===== src/sv/pidpc_pkg.sv =====
`default_nettype none
package pidpc_pkg;

    // Fraction bits of every Q-format value.
    localparam int FRAC_BITS = 32;
    localparam int DW        = 64;
    localparam int CW        = 63;
    localparam int IDXW      = 3;

    localparam logic [DW-1:0] MAX_POS = {1'b0, {(DW-1){1'b1}}};
    localparam logic [DW-1:0] MIN_NEG = {1'b1, {(DW-1){1'b0}}};

    typedef enum logic [IDXW-1:0] {
        REG_GAIN_P      = 3'd0,
        REG_GAIN_I_DT   = 3'd1,
        REG_GAIN_D      = 3'd2,
        REG_FORCE_LIMIT = 3'd3,
        REG_PC_ENABLE   = 3'd4
    } reg_idx_t;

    typedef enum logic [5:0] {
        ST_IDLE, ST_LATCH, ST_POS, ST_VEL,
        ST_P_ERR, ST_P_MI, ST_P_INTEG, ST_P_MP, ST_P_PSAVE, ST_P_DERR, ST_P_MD,
        ST_P_DADD, ST_P_IADD,
        ST_M_MUL, ST_M_TAKE, ST_M_CHK, ST_M_RESTORE, ST_M_NUM, ST_M_DIV, ST_M_NEWV,
        ST_M_FMUL, ST_M_FIN,
        ST_E_MM, ST_E_ACCM, ST_E_MS, ST_E_ACCS,
        ST_S_FK, ST_S_MUL, ST_S_TAKE, ST_S_CHK, ST_S_RESTORE, ST_S_NUM, ST_S_DIV,
        ST_S_NEWF, ST_S_FMUL, ST_S_FIN,
        ST_OUT, ST_WAIT_MUL, ST_WAIT_DIV
    } state_t;

    typedef enum logic [4:0] {
        OP_NONE, OP_LOAD, OP_LATCH, OP_POS, OP_VEL,
        OP_ERR, OP_INTEG, OP_PSAVE, OP_DERR, OP_DADD, OP_IADD,
        OP_MTAKE, OP_MCHK, OP_MRESTORE, OP_MNUM, OP_MNEWV, OP_MFIN,
        OP_ACCM, OP_ACCS,
        OP_FK, OP_STAKE, OP_SCHK, OP_SRESTORE, OP_SNUM, OP_SNEWF, OP_SFIN,
        OP_TOTAL
    } op_t;

    typedef enum logic [2:0] {
        MS_I_ERR, MS_P_ERR, MS_D_DERR, MS_F1_HMV, MS_HMF_VEL, MS_VEL_HSF, MS_FK_VEL
    } msel_t;

    typedef enum logic {
        DS_MASTER, DS_SLAVE
    } dsel_t;

    typedef struct packed {
        op_t   op;
        logic  mul_start;
        msel_t msel;
        logic  div_start;
        dsel_t dsel;
    } cmd_t;

    typedef struct packed {
        logic first;
        logic mul_done;
        logic div_done;
        logic mfire;
        logic sfire;
        logic out_busy;
    } stat_t;

    typedef struct packed {
        logic [CW-1:0] gain_p;
        logic [CW-1:0] gain_i_dt;
        logic [CW-1:0] gain_d;
        logic [CW-1:0] force_limit;
        logic          pc_enable;
    } cfg_t;

    function automatic logic [DW-1:0] sadd(input logic [DW-1:0] a, input logic [DW-1:0] b);
        logic [DW:0] s;
        s = {a[DW-1], a} + {b[DW-1], b};
        if (s[DW] != s[DW-1]) begin
            return s[DW] ? MIN_NEG : MAX_POS;
        end
        return s[DW-1:0];
    endfunction

    function automatic logic [DW-1:0] ssub(input logic [DW-1:0] a, input logic [DW-1:0] b);
        logic [DW:0] s;
        s = {a[DW-1], a} - {b[DW-1], b};
        if (s[DW] != s[DW-1]) begin
            return s[DW] ? MIN_NEG : MAX_POS;
        end
        return s[DW-1:0];
    endfunction

    function automatic logic [DW-1:0] mag(input logic [DW-1:0] a);
        return a[DW-1] ? (DW'(0) - a) : a;
    endfunction

    // Saturating signed value from a sign and a magnitude; big flags overflow past 64 bits.
    function automatic logic [DW-1:0] from_mag(input logic neg, input logic big,
                                               input logic [DW-1:0] m);
        if (!neg) begin
            return (big || m[DW-1]) ? MAX_POS : m;
        end
        if (big || m[DW-1]) begin
            return MIN_NEG;
        end
        return DW'(0) - m;
    endfunction

endpackage
`default_nettype wire


===== src/sv/pidpc_ctrl.sv =====
`default_nettype none
// Sequencer: issues at most one datapath operation per state and waits on the shared units.
module pidpc_ctrl (
    input  wire logic              aclk,
    input  wire logic              aresetn,
    input  wire logic              in_valid,
    output logic                   in_ready,
    input  wire pidpc_pkg::stat_t  stat,
    output pidpc_pkg::cmd_t        cmd
);
    pidpc_pkg::state_t state_reg, state_next, ret_reg, ret_next;
    logic pid2_reg, pid2_next;

    always_ff @(posedge aclk) begin
        if (!aresetn) begin
            state_reg <= pidpc_pkg::ST_IDLE;
            ret_reg   <= pidpc_pkg::ST_IDLE;
            pid2_reg  <= 1'b0;
        end else begin
            state_reg <= state_next;
            ret_reg   <= ret_next;
            pid2_reg  <= pid2_next;
        end
    end

    always_comb begin
        state_next    = state_reg;
        ret_next      = ret_reg;
        pid2_next     = pid2_reg;
        cmd.op        = pidpc_pkg::OP_NONE;
        cmd.mul_start = 1'b0;
        cmd.msel      = pidpc_pkg::MS_I_ERR;
        cmd.div_start = 1'b0;
        cmd.dsel      = pidpc_pkg::DS_MASTER;
        in_ready      = 1'b0;
        unique case (state_reg)
            pidpc_pkg::ST_IDLE: begin
                in_ready = 1'b1;
                if (in_valid) begin
                    cmd.op     = pidpc_pkg::OP_LOAD;
                    state_next = pidpc_pkg::ST_LATCH;
                end
            end
            pidpc_pkg::ST_LATCH: begin
                cmd.op     = pidpc_pkg::OP_LATCH;
                pid2_next  = 1'b0;
                state_next = stat.first ? pidpc_pkg::ST_IDLE : pidpc_pkg::ST_POS;
            end
            pidpc_pkg::ST_POS: begin
                cmd.op = pidpc_pkg::OP_POS;  state_next = pidpc_pkg::ST_VEL;
            end
            pidpc_pkg::ST_VEL: begin
                cmd.op = pidpc_pkg::OP_VEL;  state_next = pidpc_pkg::ST_P_ERR;
            end
            pidpc_pkg::ST_P_ERR: begin
                cmd.op = pidpc_pkg::OP_ERR;  state_next = pidpc_pkg::ST_P_MI;
            end
            pidpc_pkg::ST_P_MI: begin
                cmd.mul_start = 1'b1;  cmd.msel = pidpc_pkg::MS_I_ERR;
                ret_next = pidpc_pkg::ST_P_INTEG;  state_next = pidpc_pkg::ST_WAIT_MUL;
            end
            pidpc_pkg::ST_P_INTEG: begin
                cmd.op = pidpc_pkg::OP_INTEG;  state_next = pidpc_pkg::ST_P_MP;
            end
            pidpc_pkg::ST_P_MP: begin
                cmd.mul_start = 1'b1;  cmd.msel = pidpc_pkg::MS_P_ERR;
                ret_next = pidpc_pkg::ST_P_PSAVE;  state_next = pidpc_pkg::ST_WAIT_MUL;
            end
            pidpc_pkg::ST_P_PSAVE: begin
                cmd.op = pidpc_pkg::OP_PSAVE;  state_next = pidpc_pkg::ST_P_DERR;
            end
            pidpc_pkg::ST_P_DERR: begin
                cmd.op = pidpc_pkg::OP_DERR;  state_next = pidpc_pkg::ST_P_MD;
            end
            pidpc_pkg::ST_P_MD: begin
                cmd.mul_start = 1'b1;  cmd.msel = pidpc_pkg::MS_D_DERR;
                ret_next = pidpc_pkg::ST_P_DADD;  state_next = pidpc_pkg::ST_WAIT_MUL;
            end
            pidpc_pkg::ST_P_DADD: begin
                cmd.op = pidpc_pkg::OP_DADD;  state_next = pidpc_pkg::ST_P_IADD;
            end
            pidpc_pkg::ST_P_IADD: begin
                cmd.op     = pidpc_pkg::OP_IADD;
                state_next = pid2_reg ? pidpc_pkg::ST_M_FMUL : pidpc_pkg::ST_M_MUL;
            end
            pidpc_pkg::ST_M_MUL: begin
                cmd.mul_start = 1'b1;  cmd.msel = pidpc_pkg::MS_F1_HMV;
                ret_next = pidpc_pkg::ST_M_TAKE;  state_next = pidpc_pkg::ST_WAIT_MUL;
            end
            pidpc_pkg::ST_M_TAKE: begin
                cmd.op = pidpc_pkg::OP_MTAKE;  state_next = pidpc_pkg::ST_M_CHK;
            end
            pidpc_pkg::ST_M_CHK: begin
                cmd.op     = pidpc_pkg::OP_MCHK;
                state_next = stat.mfire ? pidpc_pkg::ST_M_RESTORE : pidpc_pkg::ST_E_MM;
            end
            pidpc_pkg::ST_M_RESTORE: begin
                cmd.op = pidpc_pkg::OP_MRESTORE;  state_next = pidpc_pkg::ST_M_NUM;
            end
            pidpc_pkg::ST_M_NUM: begin
                cmd.op = pidpc_pkg::OP_MNUM;  state_next = pidpc_pkg::ST_M_DIV;
            end
            pidpc_pkg::ST_M_DIV: begin
                cmd.div_start = 1'b1;  cmd.dsel = pidpc_pkg::DS_MASTER;
                ret_next = pidpc_pkg::ST_M_NEWV;  state_next = pidpc_pkg::ST_WAIT_DIV;
            end
            pidpc_pkg::ST_M_NEWV: begin
                cmd.op     = pidpc_pkg::OP_MNEWV;
                pid2_next  = 1'b1;
                state_next = pidpc_pkg::ST_P_ERR;
            end
            pidpc_pkg::ST_M_FMUL: begin
                cmd.mul_start = 1'b1;  cmd.msel = pidpc_pkg::MS_F1_HMV;
                ret_next = pidpc_pkg::ST_M_FIN;  state_next = pidpc_pkg::ST_WAIT_MUL;
            end
            pidpc_pkg::ST_M_FIN: begin
                cmd.op = pidpc_pkg::OP_MFIN;  state_next = pidpc_pkg::ST_E_MM;
            end
            pidpc_pkg::ST_E_MM: begin
                cmd.mul_start = 1'b1;  cmd.msel = pidpc_pkg::MS_HMF_VEL;
                ret_next = pidpc_pkg::ST_E_ACCM;  state_next = pidpc_pkg::ST_WAIT_MUL;
            end
            pidpc_pkg::ST_E_ACCM: begin
                cmd.op = pidpc_pkg::OP_ACCM;  state_next = pidpc_pkg::ST_E_MS;
            end
            pidpc_pkg::ST_E_MS: begin
                cmd.mul_start = 1'b1;  cmd.msel = pidpc_pkg::MS_VEL_HSF;
                ret_next = pidpc_pkg::ST_E_ACCS;  state_next = pidpc_pkg::ST_WAIT_MUL;
            end
            pidpc_pkg::ST_E_ACCS: begin
                cmd.op = pidpc_pkg::OP_ACCS;  state_next = pidpc_pkg::ST_S_FK;
            end
            pidpc_pkg::ST_S_FK: begin
                cmd.op = pidpc_pkg::OP_FK;  state_next = pidpc_pkg::ST_S_MUL;
            end
            pidpc_pkg::ST_S_MUL: begin
                cmd.mul_start = 1'b1;  cmd.msel = pidpc_pkg::MS_FK_VEL;
                ret_next = pidpc_pkg::ST_S_TAKE;  state_next = pidpc_pkg::ST_WAIT_MUL;
            end
            pidpc_pkg::ST_S_TAKE: begin
                cmd.op = pidpc_pkg::OP_STAKE;  state_next = pidpc_pkg::ST_S_CHK;
            end
            pidpc_pkg::ST_S_CHK: begin
                cmd.op     = pidpc_pkg::OP_SCHK;
                state_next = stat.sfire ? pidpc_pkg::ST_S_RESTORE : pidpc_pkg::ST_OUT;
            end
            pidpc_pkg::ST_S_RESTORE: begin
                cmd.op = pidpc_pkg::OP_SRESTORE;  state_next = pidpc_pkg::ST_S_NUM;
            end
            pidpc_pkg::ST_S_NUM: begin
                cmd.op = pidpc_pkg::OP_SNUM;  state_next = pidpc_pkg::ST_S_DIV;
            end
            pidpc_pkg::ST_S_DIV: begin
                cmd.div_start = 1'b1;  cmd.dsel = pidpc_pkg::DS_SLAVE;
                ret_next = pidpc_pkg::ST_S_NEWF;  state_next = pidpc_pkg::ST_WAIT_DIV;
            end
            pidpc_pkg::ST_S_NEWF: begin
                cmd.op = pidpc_pkg::OP_SNEWF;  state_next = pidpc_pkg::ST_S_FMUL;
            end
            pidpc_pkg::ST_S_FMUL: begin
                cmd.mul_start = 1'b1;  cmd.msel = pidpc_pkg::MS_FK_VEL;
                ret_next = pidpc_pkg::ST_S_FIN;  state_next = pidpc_pkg::ST_WAIT_MUL;
            end
            pidpc_pkg::ST_S_FIN: begin
                cmd.op = pidpc_pkg::OP_SFIN;  state_next = pidpc_pkg::ST_OUT;
            end
            pidpc_pkg::ST_OUT: begin
                if (!stat.out_busy) begin
                    cmd.op     = pidpc_pkg::OP_TOTAL;
                    state_next = pidpc_pkg::ST_IDLE;
                end
            end
            pidpc_pkg::ST_WAIT_MUL: begin
                if (stat.mul_done) begin
                    state_next = ret_reg;
                end
            end
            pidpc_pkg::ST_WAIT_DIV: begin
                if (stat.div_done) begin
                    state_next = ret_reg;
                end
            end
            default: state_next = pidpc_pkg::ST_IDLE;
        endcase
    end
endmodule
`default_nettype wire


===== config.mk =====
export PLATFORM = sky130hd
export DESIGN_NAME = pidpc_ctrl
export DESIGN_NICKNAME = d
export VERILOG_FILES = /design/src/sv/pidpc_pkg.sv /design/src/sv/pidpc_ctrl.sv
export SDC_FILE = /design/constraint.sdc
export NUM_CORES = 1
export LEC_CHECK = 0
export ABC_CLOCK_PERIOD_IN_PS = 2450
export BUFFER_PORTS_ARGS = -buffer_cell sky130_fd_sc_hd__clkbuf_2
export CAP_MARGIN = 0
export CORE_MARGIN = 1.5
export CORE_UTILIZATION = 55
export DETAILED_ROUTE_END_ITERATION = 8
export GPL_ROUTABILITY_DRIVEN = 0
export PLACE_DENSITY = 0.76
export SLEW_MARGIN = 20
export SYNTH_ARGS = -nofsm -noshare
export SYNTH_HDL_FRONTEND = slang
export SYNTH_SLANG_ARGS = --single-unit

===== constraint.sdc =====
create_clock -name aclk -period 2.45 [get_ports aclk]
set_clock_uncertainty 0.2 [all_clocks]
set_input_delay 0.1225 -clock aclk [delete_from_list [all_inputs] [get_ports aclk]]
set_output_delay 0.1225 -clock aclk [all_outputs]
set_load 0.01 [all_outputs]

==> results.py <==
metrics = {
    "yosys": {
        "synth-edff-count": 0,
        "syn_nets": 273,
        "synth-seq-cells": 13,
        "synthArstFlopShare_pct": 0,
        "syn_area_um2": 1918,
        "yosysSeqAreaShare_pct": 13.57,
        "yosys-top-cells-area": "dfxtp_1 14%, buf_6 5.9%, a21oi_1 5.7%",
        "synthFlopType": "dfxtp_1",
        "synth_top_area_share_pct": 13.57,
        "postSynthCellCount": 264,
        "synth_area_leader_cell": "dfxtp_1",
        "syn-mean-instance-area_um2": 7.265,
        "synth_warnings": 0,
        "synth_cell_types": 67,
    },
    "floorplan": {
        "rows": 21,
        "start_util_pct": 57.48,
        "core_area_um2": 3337,
        "die_y_um": 62.06,
        "die_w_um": 62.06,
        "die_area_um2": 3851,
        "num_io_pins": 21,
    },
    "detailed_routing": {
        "ant_nets": 0,
        "drt-initial-drc-count": 418,
        "dr.pass1.iters": 7,
        "wl_per_cell_um": 17.35,
        "drt_wl_total_mm": 5.551,
        "drc": 0,
        "viasPerCell": 6.794,
        "num_vias": 2174,
    },
    "cells_and_area": {
        "area.growth.synth_to_final_pct": 6.262,
        "final_common_cell": "nor2_1",
        "fin_nets": 284,
        "finalCoreUtilization_pct": 61.08,
        "design_area_um2": 2038,
        "layout.cells.non_filler": 320,
        "antenna_cells": 0,
        "layout_common_cells": "23 x nor2_1, 22 x a21oi_1, 20 x clkbuf_2",
        "drive_above_1_share_pct": 19.71,
    },
    "setup_path": {
        "arrival_ns": 2.03,
        "crit_start": "state_reg[0]$_SDFFE_PN0P_",
        "rr_endpoint": "state_reg[1]$_SDFFE_PN0P_",
        "r2r_slack_ns": 0.37,
        "r2r_start": "state_reg[1]$_SDFFE_PN0P_",
        "crit_fanout": 39,
        "end_kind": "output port",
        "rr_worst_depth": 6,
        "worst_setup_path_start_kind": "flip-flop",
        "cp.required_ns": 2.13,
        "crit_path_end": "cmd[7]",
        "worstSetupPathType": "flip-flop to output port",
    },
    "job": {
        "cap_viol_max_count": 0,
    },
    "global_route": {
        "antenna_found_initial": 0,
        "gr-total-overflow": 0,
        "grt_max_degree": 49,
        "grt_pass1_vias": 1773,
        "track_usage_pct": 31.07,
        "grt_pass1_wl_mm": 8.838,
    },
    "timing": {
        "rsz0062_at_grt": "false",
        "fin_crit_sh_pct": 96.12,
        "period_minus_slack_ns": 2.355,
        "setup_ws_ns": 0.09508,
        "slew_headroom_pct": 65.89,
        "finalSetupViolCount": 0,
        "drv_slew": 0,
        "fmax_ghz": 0.4246,
        "tightest_slew_ns": 0.5077,
        "tns_ns": 0,
        "hold_viol_final": 0,
    },
    "clock_tree": {
        "post_cts_buffers": 0,
        "root_buffer": "clkbuf_4",
        "htree_levels": 1,
        "insertion_delay_ns": 0.29,
        "path_clk_slew_ns": 0.08,
        "cts_sinks": 13,
        "numCtsBuffers": 3,
        "clockBufferDepth": 2,
        "cts_tree": "yes",
    },
    "worst_hold_path": {
        "hold_depth": 4,
        "hold_class": "primary input to flip-flop",
    },
    "placed_design": {
        "port_buffers": 20,
        "dpl.hpwl_mm": 4.061,
        "placed_area_um2": 2001,
        "placed_cells": 315,
        "dp_slack_ns": 0.3730,
    },
    "pwr": {
        "ir_drop_v": 0.0007567,
        "power_density_nw_per_um2": 1187,
        "p_leak_nw": 0.7392,
    },
    "outcome": {
        "status": "finished, final reports clean",
    },
}
area by class of cell:
cell class	instances	area [µm²]
clock buffers	4	26.28
fillers	309	1299
flip-flops and latches	13	262.8
well taps	46	57.56
repair buffers	34	245.2
inverters	8	30.03
multi-input cells	215	1416
stage by stage:
stage	hold WS (ns)	total power [mW]
global placement	0.2687	2.221
detailed placement	0.2758	2.232
finish	0.05851	2.419
floorplan	0.09982	1.814
global route	0.06208	2.591
CTS	0.06109	2.372
worst min path at each step:
stage / startpoint / endpoint
final: stat[3] / state_reg[1]$_SDFFE_PN0P_
after global routing: stat[3] / state_reg[1]$_SDFFE_PN0P_
after CTS: stat[3] / state_reg[1]$_SDFFE_PN0P_
after detailed placement: pid2_reg$_SDFFE_PN0P_ / pid2_reg$_SDFFE_PN0P_
after global placement: pid2_reg$_SDFFE_PN0P_ / pid2_reg$_SDFFE_PN0P_
after floorplan: aresetn / state_reg[0]$_SDFFE_PN0P_
cell usage after synthesis (4+ instances only):
library cell   n
o211ai_1       5
nor2_1        23
a22oi_1        5
nor3_1        10
nand2_1       18
a211oi_1       4
nor2b_1        7
nand3_1        9
a32oi_1        5
nor4_1         6
buf_2         13
inv_1          6
buf_6         10
dfxtp_1       13
o21ai_0       13
nor3b_1        5
nand2b_1       8
and2b_1        4
a21oi_1       22
worst max-delay path, cell delays in order, from the launching register on:
cell,delay [ns]
dfxtp_1,0.48
buf_12,0.25
nor2_2,0.09
a22o_1,0.24
a21oi_1,0.14
o32ai_1,0.12
a211o_1,0.28
clkbuf_2,0.13
power by group:
| group | switching (mW) | total, mW | internal, mW |
|---|---|---|---|
| clock | 0.0725 | 0.136 | 0.0634 |
| combinational | 1.15 | 1.91 | 0.768 |
| sequential | 0.0880 | 0.369 | 0.281 |
| total | 1.31 | 2.42 | 1.11 |
cells by family (layout without fill, tap and decap cells):
group,Yosys count,after routing,synth area share [%]
AO/OA/AOI/OAI,98,98,37.45
XOR/XNOR,7,7,4.176
buffers and inverters,36,46,12.59
flip-flops,13,13,13.57
multiplexers,4,4,2.153
AND/OR/NAND/NOR,106,106,30.07
metal layers:
| layer | wire length [µm] | global-route usage (%) |
|---|---|---|
| met5 | 0 | 0 |
| met3 | 679 | 2.899 |
| met1 | 2217 | 46.43 |
| met4 | 204 | 11.25 |
| met2 | 2450 | 45.98 |
what timing repair did:
item,in CTS,in global routing
endpoints found under the hold margin,2,0
resized for setup,0,1
hold buffers,1,0
endpoints found under the setup margin,0,5
Power figures use the tool's default switching activity.
